[config.mk]
export PLATFORM = sky130hd
export DESIGN_NAME = heap_sort_engine
export DESIGN_NICKNAME = d
export VERILOG_FILES = /design/src/design/hse_pkg.sv /design/src/design/hse_front.sv /design/src/design/hse_back.sv /design/src/design/heap_sort_engine.sv
export SDC_FILE = /design/constraint.sdc
export NUM_CORES = 2
export LEC_CHECK = 0
export BUFFER_PORTS_ARGS = -buffer_cell sky130_fd_sc_hd__buf_2
export CAP_MARGIN = 20
export CORE_MARGIN = 1.5
export CORE_UTILIZATION = 50
export DETAILED_ROUTE_END_ITERATION = 7
export PLACE_DENSITY = 0.66
export SLEW_MARGIN = 5
export SYNTH_ARGS = -nofsm -noshare
export SYNTH_HDL_FRONTEND = slang
export SYNTH_SLANG_ARGS = --single-unit
[constraint.sdc]
create_clock -name clk -period 11.44 [get_ports clk]
set_clock_uncertainty 0.1 [all_clocks]
set_input_delay 1.144 -clock clk [delete_from_list [all_inputs] [get_ports clk]]
set_output_delay 1.144 -clock clk [all_outputs]
set_load 0.01 [all_outputs]
[src/design/hse_pkg.sv]
// Shared types and constants for the heap sort engine.
package hse_pkg;
	localparam int unsigned ADDR_SORT_DESC = 0;

	typedef struct packed {
		logic last;
		logic ovf;
	} batch_info_t;
endpackage

[src/design/hse_front.sv]
// Front end: accepts keys, counts the batch, hands a load or close word to the queue.
module hse_front #(
	parameter int MAX_ITEMS = 64,
	parameter int KEY_BITS  = 32
) (
	input  logic                 clk,
	input  logic                 arst_n,
	input  logic                 s_tvalid,
	output logic                 s_tready,
	input  logic [KEY_BITS-1:0]  s_key,
	input  logic                 s_last,
	output logic                 q_valid,
	input  logic                 q_ready,
	output logic [KEY_BITS-1:0]  q_key,
	output logic                 q_store,
	output hse_pkg::batch_info_t q_info
);
	localparam int CW = $clog2(MAX_ITEMS + 1);
	logic [CW-1:0] count_q;
	logic          drop_q;
	logic          full;
	logic          acc;
	logic          pop;

	logic [KEY_BITS-1:0]  fkey_q [2];
	logic                 fstore_q [2];
	hse_pkg::batch_info_t finfo_q [2];
	hse_pkg::batch_info_t in_info;
	logic                 wp_q, rp_q;
	logic [1:0]           fcnt_q;

	assign full         = (count_q == CW'(MAX_ITEMS));
	assign s_tready     = (fcnt_q != 2'd2);
	assign acc          = s_tvalid & s_tready;
	assign pop          = q_valid & q_ready;
	assign in_info.last = s_last;
	assign in_info.ovf  = drop_q | full;
	assign q_valid      = (fcnt_q != 2'd0);
	assign q_key        = fkey_q[rp_q];
	assign q_store      = fstore_q[rp_q];
	assign q_info       = finfo_q[rp_q];

	always_ff @(posedge clk or negedge arst_n) begin
		if (!arst_n) begin
			fkey_q[0]   <= '0;
			fkey_q[1]   <= '0;
			fstore_q[0] <= 1'b0;
			fstore_q[1] <= 1'b0;
			finfo_q[0]  <= '0;
			finfo_q[1]  <= '0;
			wp_q        <= 1'b0;
			rp_q        <= 1'b0;
			fcnt_q      <= '0;
		end else begin
			if (acc) begin
				fkey_q[wp_q]   <= s_key;
				fstore_q[wp_q] <= !full;
				finfo_q[wp_q]  <= in_info;
				wp_q           <= ~wp_q;
			end
			if (pop)
				rp_q <= ~rp_q;
			fcnt_q <= fcnt_q + 2'(acc) - 2'(pop);
		end
	end

	always_ff @(posedge clk or negedge arst_n) begin
		if (!arst_n) begin
			count_q <= '0;
			drop_q  <= 1'b0;
		end else if (acc) begin
			if (s_last) begin
				count_q <= '0;
				drop_q  <= 1'b0;
			end else if (full) begin
				drop_q <= 1'b1;
			end else begin
				count_q <= count_q + 1'b1;
			end
		end
	end
endmodule

[src/design/hse_back.sv]
// Back end: key memory, heap build and extraction sequencer, result emission.
module hse_back #(
	parameter int MAX_ITEMS = 64,
	parameter int KEY_BITS  = 32
) (
	input  logic                 clk,
	input  logic                 arst_n,
	input  logic                 desc,
	input  logic                 q_valid,
	output logic                 q_ready,
	input  logic [KEY_BITS-1:0]  q_key,
	input  logic                 q_store,
	input  hse_pkg::batch_info_t q_info,
	output logic                 m_tvalid,
	input  logic                 m_tready,
	output logic [31:0]          m_key,
	output logic                 m_last,
	output logic                 m_ovf
);
	localparam int AW = $clog2(MAX_ITEMS);
	localparam int CW = $clog2(MAX_ITEMS + 1);
	localparam int IW = AW + 2;

	typedef enum logic [11:0] {
		ST_LOAD = 12'b000000000001,
		ST_RDV  = 12'b000000000010,
		ST_GETV = 12'b000000000100,
		ST_CHK  = 12'b000000001000,
		ST_RDR  = 12'b000000010000,
		ST_CMP  = 12'b000000100000,
		ST_SWA  = 12'b000001000000,
		ST_SWB  = 12'b000010000000,
		ST_SWC  = 12'b000100000000,
		ST_SWD  = 12'b001000000000,
		ST_EMR  = 12'b010000000000,
		ST_EM   = 12'b100000000000
	} state_t;

	state_t              st_q;
	logic [KEY_BITS-1:0] mem [MAX_ITEMS];
	logic [KEY_BITS-1:0] rd_q, v_q, l_q, a_q;
	logic [CW-1:0]       n_q, cnt_q;
	logic [IW-1:0]       top_q, hole_q, end_q, ptr_q;
	logic                ovf_q, build_q;

	logic                we;
	logic [AW-1:0]       wa, ra;
	logic [KEY_BITS-1:0] wd;
	logic                re;

	logic [IW-1:0]       child, child_r, last_ptr;
	logic [KEY_BITS-1:0] best;
	logic [IW-1:0]       bidx;
	logic                sw;
	logic                sift_done;
	logic [CW-1:0]       n_new;
	logic                out_free, emit;

	function automatic logic bef(input logic d, input logic [KEY_BITS-1:0] a,
			input logic [KEY_BITS-1:0] b);
		bef = d ? (a > b) : (a < b);
	endfunction

	always_ff @(posedge clk) begin
		if (we) mem[wa] <= wd;
		if (re) rd_q <= mem[ra];
	end

	assign child    = {hole_q[IW-2:0], 1'b1};
	assign child_r  = child + IW'(1);
	assign last_ptr = IW'(n_q) - IW'(1);
	assign n_new    = q_store ? cnt_q + 1'b1 : cnt_q;
	assign q_ready  = (st_q == ST_LOAD);
	assign out_free = !m_tvalid || m_tready;
	assign emit     = (st_q == ST_EM) && out_free;

	always_comb begin
		best = l_q; bidx = child;
		if (child < end_q && bef(desc, l_q, rd_q)) begin
			best = rd_q; bidx = child_r;
		end
	end

	assign sw        = bef(desc, v_q, best);
	assign sift_done = ((st_q == ST_CHK) && (child > end_q)) || ((st_q == ST_CMP) && !sw);

	always_comb begin
		we = 1'b0; wa = '0; wd = q_key; re = 1'b0; ra = '0;
		case (st_q)
			ST_LOAD: begin
				we = q_valid & q_store; wa = AW'(cnt_q);
			end
			ST_RDV: begin re = 1'b1; ra = AW'(hole_q); end
			ST_CHK: begin
				if (child > end_q) begin
					we = 1'b1; wa = AW'(hole_q); wd = v_q;
				end else begin
					re = 1'b1; ra = AW'(child);
				end
			end
			ST_RDR: begin re = 1'b1; ra = AW'(child_r); end
			ST_CMP: begin
				we = 1'b1; wa = AW'(hole_q); wd = sw ? best : v_q;
			end
			ST_SWA: begin re = 1'b1; ra = '0; end
			ST_SWB: begin re = 1'b1; ra = AW'(end_q); end
			ST_SWC: begin we = 1'b1; wa = '0; wd = rd_q; end
			ST_SWD: begin we = 1'b1; wa = AW'(end_q); wd = a_q; end
			ST_EMR: begin re = 1'b1; ra = AW'(ptr_q); end
			default: ;
		endcase
	end

	always_ff @(posedge clk or negedge arst_n) begin
		if (!arst_n) begin
			st_q <= ST_LOAD; cnt_q <= '0; n_q <= '0; ovf_q <= 1'b0;
			build_q <= 1'b0; top_q <= '0; hole_q <= '0; end_q <= '0;
			ptr_q <= '0; v_q <= '0; l_q <= '0; a_q <= '0;
		end else begin
			case (st_q)
				ST_LOAD: if (q_valid) begin
					if (q_info.last) begin
						n_q   <= n_new;
						ovf_q <= q_info.ovf;
						cnt_q <= '0;
						if (n_new >= CW'(2)) begin
							top_q   <= IW'(n_new >> 1) - IW'(1);
							hole_q  <= IW'(n_new >> 1) - IW'(1);
							end_q   <= IW'(n_new) - IW'(1);
							build_q <= 1'b1;
							st_q    <= ST_RDV;
						end else begin
							ptr_q <= '0; st_q <= ST_EMR;
						end
					end else if (q_store) begin
						cnt_q <= cnt_q + 1'b1;
					end
				end
				ST_RDV:  st_q <= ST_GETV;
				ST_GETV: begin v_q <= rd_q; st_q <= ST_CHK; end
				ST_RDR:  begin l_q <= rd_q; st_q <= ST_CMP; end
				ST_CHK, ST_CMP: begin
					if (sift_done) begin
						if (build_q) begin
							if (top_q == '0) begin
								build_q <= 1'b0; st_q <= ST_SWA;
							end else begin
								top_q  <= top_q - 1'b1;
								hole_q <= top_q - 1'b1;
								st_q   <= ST_RDV;
							end
						end else begin
							st_q <= ST_SWA;
						end
					end else if (st_q == ST_CHK) begin
						st_q <= ST_RDR;
					end else begin
						hole_q <= bidx; st_q <= ST_CHK;
					end
				end
				ST_SWA: st_q <= ST_SWB;
				ST_SWB: begin a_q <= rd_q; st_q <= ST_SWC; end
				ST_SWC: st_q <= ST_SWD;
				ST_SWD: begin
					if (end_q > IW'(1)) begin
						end_q <= end_q - 1'b1; top_q <= '0; hole_q <= '0; st_q <= ST_RDV;
					end else begin
						ptr_q <= '0; st_q <= ST_EMR;
					end
				end
				ST_EMR: st_q <= ST_EM;
				ST_EM: if (out_free) begin
					if (ptr_q == last_ptr) st_q <= ST_LOAD;
					else begin ptr_q <= ptr_q + 1'b1; st_q <= ST_EMR; end
				end
				default: st_q <= ST_LOAD;
			endcase
		end
	end

	always_ff @(posedge clk or negedge arst_n) begin
		if (!arst_n) begin
			m_tvalid <= 1'b0; m_key <= '0; m_last <= 1'b0; m_ovf <= 1'b0;
		end else if (emit) begin
			m_tvalid <= 1'b1;
			m_key    <= 32'(rd_q);
			m_last   <= (ptr_q == last_ptr);
			m_ovf    <= ovf_q;
		end else if (m_tready) begin
			m_tvalid <= 1'b0;
		end
	end
endmodule

[src/design/heap_sort_engine.sv]
// Top level of the heap sort engine: APB register, front end and sort back end.
// Keys are loaded one per word and, while the back end loads, one per cycle through
// a two-word queue; the word flagged tlast closes the batch and the back end heapsorts
// it in a key memory with one registered read a cycle. Each sift-down reads the hole
// key (RDV, GETV), then runs CHK, RDR and CMP per level; each root swap runs SWA,
// SWB, SWC and SWD. The sorted keys then leave one at a time, each read (EMR) then
// sent (EM). Input stalls once the queue is full while a batch is sorted and emitted.
module heap_sort_engine #(
	parameter int MAX_ITEMS = 64,
	parameter int KEY_BITS  = 32
) (
	input  logic        clk,
	input  logic        arst_n,
	input  logic        psel,
	input  logic        penable,
	input  logic        pwrite,
	input  logic [0:0]  paddr,
	input  logic [31:0] pwdata,
	output logic [31:0] prdata,
	output logic        pready,
	input  logic        s_axis_tvalid,
	output logic        s_axis_tready,
	input  logic [31:0] s_axis_tdata,  // key_value
	input  logic        s_axis_tlast,  // is_last
	output logic        m_axis_tvalid,
	input  logic        m_axis_tready,
	output logic [31:0] m_axis_tdata,  // sorted_key
	output logic        m_axis_tlast,  // last_out
	output logic        m_axis_tuser   // overflow_seen
);
	logic desc_q;
	logic q_valid, q_ready, q_store;
	logic [KEY_BITS-1:0] q_key;
	hse_pkg::batch_info_t q_info;
	logic [KEY_BITS-1:0] in_key;

	assign in_key = KEY_BITS'({{(KEY_BITS > 32 ? KEY_BITS - 32 : 1){1'b0}}, s_axis_tdata});
	assign pready = 1'b1;
	assign prdata = {31'd0, desc_q};

	always_ff @(posedge clk or negedge arst_n) begin
		if (!arst_n) desc_q <= 1'b0;
		else if (psel && penable && pwrite && paddr == 1'(hse_pkg::ADDR_SORT_DESC))
			desc_q <= pwdata[0];
	end

	hse_front #(.MAX_ITEMS(MAX_ITEMS), .KEY_BITS(KEY_BITS)) u_front (
		.clk, .arst_n, .s_tvalid(s_axis_tvalid), .s_tready(s_axis_tready),
		.s_key(in_key), .s_last(s_axis_tlast), .q_valid, .q_ready, .q_key,
		.q_store, .q_info
	);

	hse_back #(.MAX_ITEMS(MAX_ITEMS), .KEY_BITS(KEY_BITS)) u_back (
		.clk, .arst_n, .desc(desc_q), .q_valid, .q_ready, .q_key, .q_store, .q_info,
		.m_tvalid(m_axis_tvalid), .m_tready(m_axis_tready), .m_key(m_axis_tdata),
		.m_last(m_axis_tlast), .m_ovf(m_axis_tuser)
	);
endmodule

## After elaboration in Yosys (flattened, before gate mapping)

Memory sizes are Yosys's and may differ from the RTL's. A register that Yosys moved wholly into a read port is not among the register bits.
Index checks and enable logic that the tools add are counted.

| operators by class | value |
|---|---|
| add/sub/neg operators | 11 |
| magnitude comparators | 11 |
| equal/unequal tests | 30 |
| mux-type cells | 84 |
| bitwise logic cells | 9 |
| reduce and logical (&&, ||, !) cells | 34 |

Operators with widths:

| cell | count |
|---|---|
| 32-bit 2-to-1 mux | 7 |
| 8-bit 2-to-1 mux | 17 |
| 12-bit case mux with 11 select lines | 1 |
| 32-bit case mux with 4 select lines | 1 |
| 64-bit bitwise mux | 1 |
| 32-bit > comparator | 2 |
| 32-bit less-than comparator | 2 |
| 7-bit 2-to-1 mux | 9 |
| 12-bit 2-to-1 mux | 4 |
| 8-bit case mux with 3 select lines | 2 |
| 11-bit 2-to-1 mux | 3 |
| 32-bit demux with 1-bit select | 1 |
| 6-bit case mux with 5 select lines | 1 |
| 6-bit case mux with 4 select lines | 1 |
| 7-bit by 1-bit adder with 7-bit output, second input constant | 3 |
| 7-bit case mux with 3 select lines | 1 |
| 1-bit 2-to-1 mux | 20 |
| 8-bit case mux with 2 select lines | 1 |
| 8-bit AND reduction | 2 |
| 7-bit by 1-bit subtractor with 8-bit output, second input constant | 2 |
| 8-bit by 1-bit subtractor with 8-bit output, second input constant | 2 |
| 2-bit inequality test, second input constant | 7 |
| 12-bit by 1-bit equality test with 1-bit output, second input constant | 1 |
| 12-bit by 10-bit equality test with 1-bit output, second input constant | 1 |
| other kinds (51) | 87 |

| word-level totals | value |
|---|---|
| bits in registers | 273 |
| bits in writable memories | 2048 |
| bits of input ports | 73 |
| output and inout bits | 69 |
| logic and storage cells | 210 |
| memories | 1 |

Memory list:

| name | words | bits a word | read ports | clocked after Yosys merged registers in | write ports | RTL line | RTL |
|---|---|---|---|---|---|---|---|
| u_back.mem | 64 | 32 | 1 | 1 | 1 | hse_back.sv:40 | `logic [KEY_BITS-1:0] mem [MAX_ITEMS];` |

## Logic depth before layout (Yosys ltp)

| depth | value |
|---|---|
| depth after elaboration | 11 |
| mapped depth | 24 |
| gate-level depth less buffers | 20 |

## Modules after synthesis

Synthesis repeated with hierarchy kept, for this count alone.

| unflattened totals | value |
|---|---|
| cells, all modules | 7071 |
| area, all modules | 96100.9 sq um |

By module, submodules not included:

| module | instances | cells each | area each (sq um) | seq. area each (sq um) |
|---|---|---|---|---|
| hse_back | 1 | 6768 | 92054.5 | 67215.7 |
| hse_front | 1 | 265 | 3746.1 | 2052.0 |
| heap_sort_engine | 1 | 38 | 300.3 | 25.0 |

## Worst setup path after synthesis

Ideal clock, no wire load.

| path | value |
|---|---|
| kind | register -> register |
| start | register u_back.rd_q[19] (read register of u_back.mem) |
| end | memory u_back.mem[0][30], data pin |
| setup time | 0.542 ns |
| arrival | 6.609 ns |
| data required time | 10.798 ns |
| slack | 4.189 ns |
| stages on the path, launching flop included | 24 |
| path buffers | 4 |
| period minus slack after synthesis | 7.251 ns |
| path through | edfxtp_1 > inv_1 > ha_1 > a21oi_1 > o21ai_0 > a221o_1 > a2111o_1 > or4b_2 > clkbuf_1 > nand2_1 > buf_2 > mux2i_1 > ha_1 > a211oi_1 > o21bai_1 > a221oi_1 > o21ai_0 > or3b_2 > a31oi_1 > or2_2 > clkbuf_1 > buf_1 > nand2_1 > o211ai_1 |

| on the way | value |
|---|---|
| cells in the longest elaborated chain, start to end | 8 |
| elaborated cells between the ends (all ways) | 10 |
| those cells by class | order compare (4); mux (5); reduce/logical (1) |

RTL lines:

| element | RTL line | RTL |
|---|---|---|
| from (decl) | hse_back.sv:41 | `logic [KEY_BITS-1:0] rd_q, v_q, l_q, a_q;` |
| 32-bit less-than comparator or 32-bit > comparator (tied branches) | hse_back.sv:61 | `bef = d ? (a > b) : (a < b);` |
| 1-bit 2-to-1 mux | hse_back.sv:61 |  |
| 1-bit logical AND | hse_back.sv:79 | `if (child < end_q && bef(desc, l_q, rd_q)) begin` |
| 32-bit 2-to-1 mux (*) | hse_back.sv:79 |  |
| 32-bit less-than comparator or 32-bit > comparator (tied branches) | hse_back.sv:61 |  |
| 1-bit 2-to-1 mux | hse_back.sv:61 |  |
| 32-bit 2-to-1 mux (*) | hse_back.sv:103 | `we = 1'b1; wa = AW'(hole_q); wd = sw ? best : v_q;` |
| 32-bit case mux with 4 select lines (*) | hse_back.sv:89 | `case (st_q)` |
| net u_back.wd[30] | hse_back.sv:48 | `logic [KEY_BITS-1:0] wd;` |
| to (decl) | hse_back.sv:40 |  |

The timed path passes the listed nets; every way through them passes the cells marked *.

## Worst setup path in the final report

| path | value |
|---|---|
| start | register u_back.rd_q[19] (read register of u_back.mem) |
| end | memory u_back.mem[3][9], data pin |

The elaborated chain is that of the path after synthesis.

==> metrics.txt <==
clk sinks 2353; Top-Level Pins 142; cell area after synthesis 95600 um2; Worst-Margin Slew 1.20 ns; reg2reg path depth 21; iteration count of the initial detailed-routing pass 8; area occupied by registers 69300 um2; row count 160; postcts setup bufs 0; setup TNS 0 ns; initial antenna violation count 12; CP Launch Type flip-flop; CTS tree yes; RSZ-0062 raised after global routing false; XOR/XNOR Fraction of Synth Area 0.375%; total die area 194000 um2; Finished Core Util 56.2%; Synthesis Warnings 0; DR iter-0 viols 8310; Worst Path Arrival 8.69 ns; vias post-DR 61300; EDFF count, synth 2080; Mean Syn Cell Area 13.9 um2; CP Class flip-flop to flip-flop; max cap viols 0; # resized after CTS 0; Worst R2R Setup Slack 3.18 ns; post-route cell area 107000 um2; Final GP Congestion 0.937; final worst path period share 72.2%; Final Net Count 7130; simple-gate share of the synthesized area 10.4%; most frequent cells in the layout edfxtp_1, nand2_1, nand3_1; outcome finished with violations; Total Wirelength 277000 um; # H-tree levels 4; Vias/cell 6.33; Worst-Skew Late Latency 0.87 ns; Max IR drop VDD 0.230 mV; final setup vio count 0; Layout area overhead 11.8%; Lkg Pwr 38.5 nW; Post-DP HPWL 150000 um; clk buf depth 3; DRT antenna net count 0; Critical Path RT 11.87 ns; Slew Limit Headroom 19.3%; first-pass GRT wire length 395000 um; Slew Limit Fails 0; violated checks design-rule violations; #FFs+latches synth 2353; main combinational cell family by area after synthesis simple AND/OR/NAND/NOR gates; number of global-route vias before repair 57900; Synth cell types 94; die width 440 um; Adder-Cell Fraction of Synth Area 1.14%; top achievable clock speed 121 MHz; mux cell area share after synthesis 5.06%; Hold WC Path Type input port to async pin; Core ar. 190000 um2; predominant post-synthesis flop cell edfxtp_1; crit path max fanout 64; clock-pin slew on the worst setup and hold paths 0.06 ns; Yosys top cell area share 65.3%; Remaining DRCs 27; Synth Area in Compound Gates 8.09%; Mapped Cells 6893; largest net degree at the start of global routing 150; Critical Path End Type flip-flop; clock root buffer clkbuf_16; area post-placement 99500 um2; DP Cell Count 9253; Synth area leaders edfxtp_1, dfrtp_1, nand2_1, mux2i_1, a32oi_1; cell taking the most area after synthesis edfxtp_1; reg2reg end u_back.mem[3][9]; most common cell after layout, fill and taps aside edfxtp_1; Pwr Total 26.5 mW; routed len/inst 28.6 um; area used by multi-input combinational logic 24800 um2; Final Hold Vio Count 0; IO Port Bufs 78; Async SR Flop Fraction 11.6%; Pwr Density 247 nW/um2; total gr overflow 0; Initial Util 50.3%; Die Y 440 um; layout cell share with drive strength beyond 1 11.7%; minimum clock period 8.26 ns; clock buffer count from CTS 226; hold buffer count at cts 0; RR Startpoint u_back.rd_q[19]; Layout Cells excl Fill 9691; gr usage total 28.1%; sequential share of the synthesized area 72.5%; fillers 14900
where the power goes:
group | leakage [nW] | switching [mW] | internal [mW]
Combinational | 12.6 | 5.40 | 1.63
Clock | 3.62 | 3.23 | 4.22
Sequential | 22.3 | 0.336 | 11.6
Total | 38.5 | 8.97 | 17.5
synthesized netlist by cell type, types with 39 or more instances:
library cell  instances
nand4_1              67
nand2_1            1499
o22ai_1             138
o211ai_1             51
a221oi_1             43
buf_4                45
mux2i_1             364
a31oi_1             168
mux2_2              106
edfxtp_1           2080
buf_1                41
dfrtp_1             272
inv_1                60
a32oi_1             244
buf_2               168
clkbuf_1            196
a21oi_1              90
ha_1                 87
nor2_1              189
and3_1               39
o21ai_0             200
nand3_1             390
worst max-delay path by stage:
stage	from	to	slack, ns	depth (start not counted)
6_report	u_back.rd_q[19]	u_back.mem[3][9]	3.18	21
5_1_grt	u_back.rd_q[17]	u_back.mem[3][9]	2.82	21
4_1_cts	u_back.rd_q[19]	u_back.mem[9][9]	3.24	21
3_3_place_gp	u_back.rd_q[19]	u_back.mem[11][9]	3.27	21
3_5_place_dp	u_back.rd_q[19]	u_back.mem[13][9]	3.27	21
2_1_floorplan	u_back.rd_q[19]	u_back.mem[0][30]	4.19	23
state kept, by name, summed over array words and instances, names as in the netlist, 12 cells and up:
| register | count |
|---|---|
| u_back.v_q | 32 |
| u_back.mem | 2048 |
| u_back.st_q | 12 |
| u_back.rd_q | 32 |
| u_back.l_q | 32 |
| u_front.fkey_q | 64 |
| u_back.a_q | 32 |
| u_back.m_key | 32 |
layout make-up:
cell class | count | area share (%)
sequential | 2353 | 64.8
tap | 2511 | 2.94
clock buffer | 288 | 5.61
inverter | 61 | 0.214
clock inverter | 140 | 1.33
antenna | 10 | 0.0234
timing repair buffer | 275 | 1.91
multi-input combinational | 4053 | 23.2
layer usage:
metal / GRT usage, % / vias to the layer above / wire length, um
met2: 44.0 / 3368 / 128000
li1: - / 26300 / -
met1: 38.9 / 31100 / 109000
met5: 0 / - / 27
met4: 11.2 / 4 / 11400
met3: 5.42 / 565 / 28000
through the flow:
| step | hold WS [ns] | worst slack [ns] |
|---|---|---|
| after floorplan | 0.346 | 4.19 |
| after global placement | 0.363 | 3.27 |
| after detailed placement | 0.374 | 3.27 |
| after CTS | 0.296 | 3.24 |
| after global routing | 0.357 | 2.82 |
| final | 0.286 | 3.18 |
worst max-delay path, stage by stage, from the launching register on:
cell and delay (ns):
edfxtp_1 0.42, inv_1 0.12, ha_1 0.27, a21oi_1 0.15, o21ai_0 0.13, a221o_1 0.40
a2111o_1 0.47, or4b_2 0.71, nand2_2 0.10, buf_4 0.61, mux2i_1 0.32, ha_1 0.29
a21oi_1 0.22, o21ai_0 0.11, a211oi_1 0.35, a31oi_1 0.20, or3b_2 0.51, a31oi_1 0.36
or2_2 0.91, nand2_1 0.13, o211ai_1 0.15, buf_4 0.70
cell families after synthesis:
| group | Yosys count |
|---|---|
| AOI/OAI and AO/OA | 1101 |
| xor gates and xnor gates | 41 |
| adders and majority gates | 87 |
| buffers and inverters | 517 |
| DFF | 2353 |
| muxes | 470 |
| other | 2 |
| and+or+nand+nor | 2322 |
No activity file was read; power rests on OpenSTA's default activity.
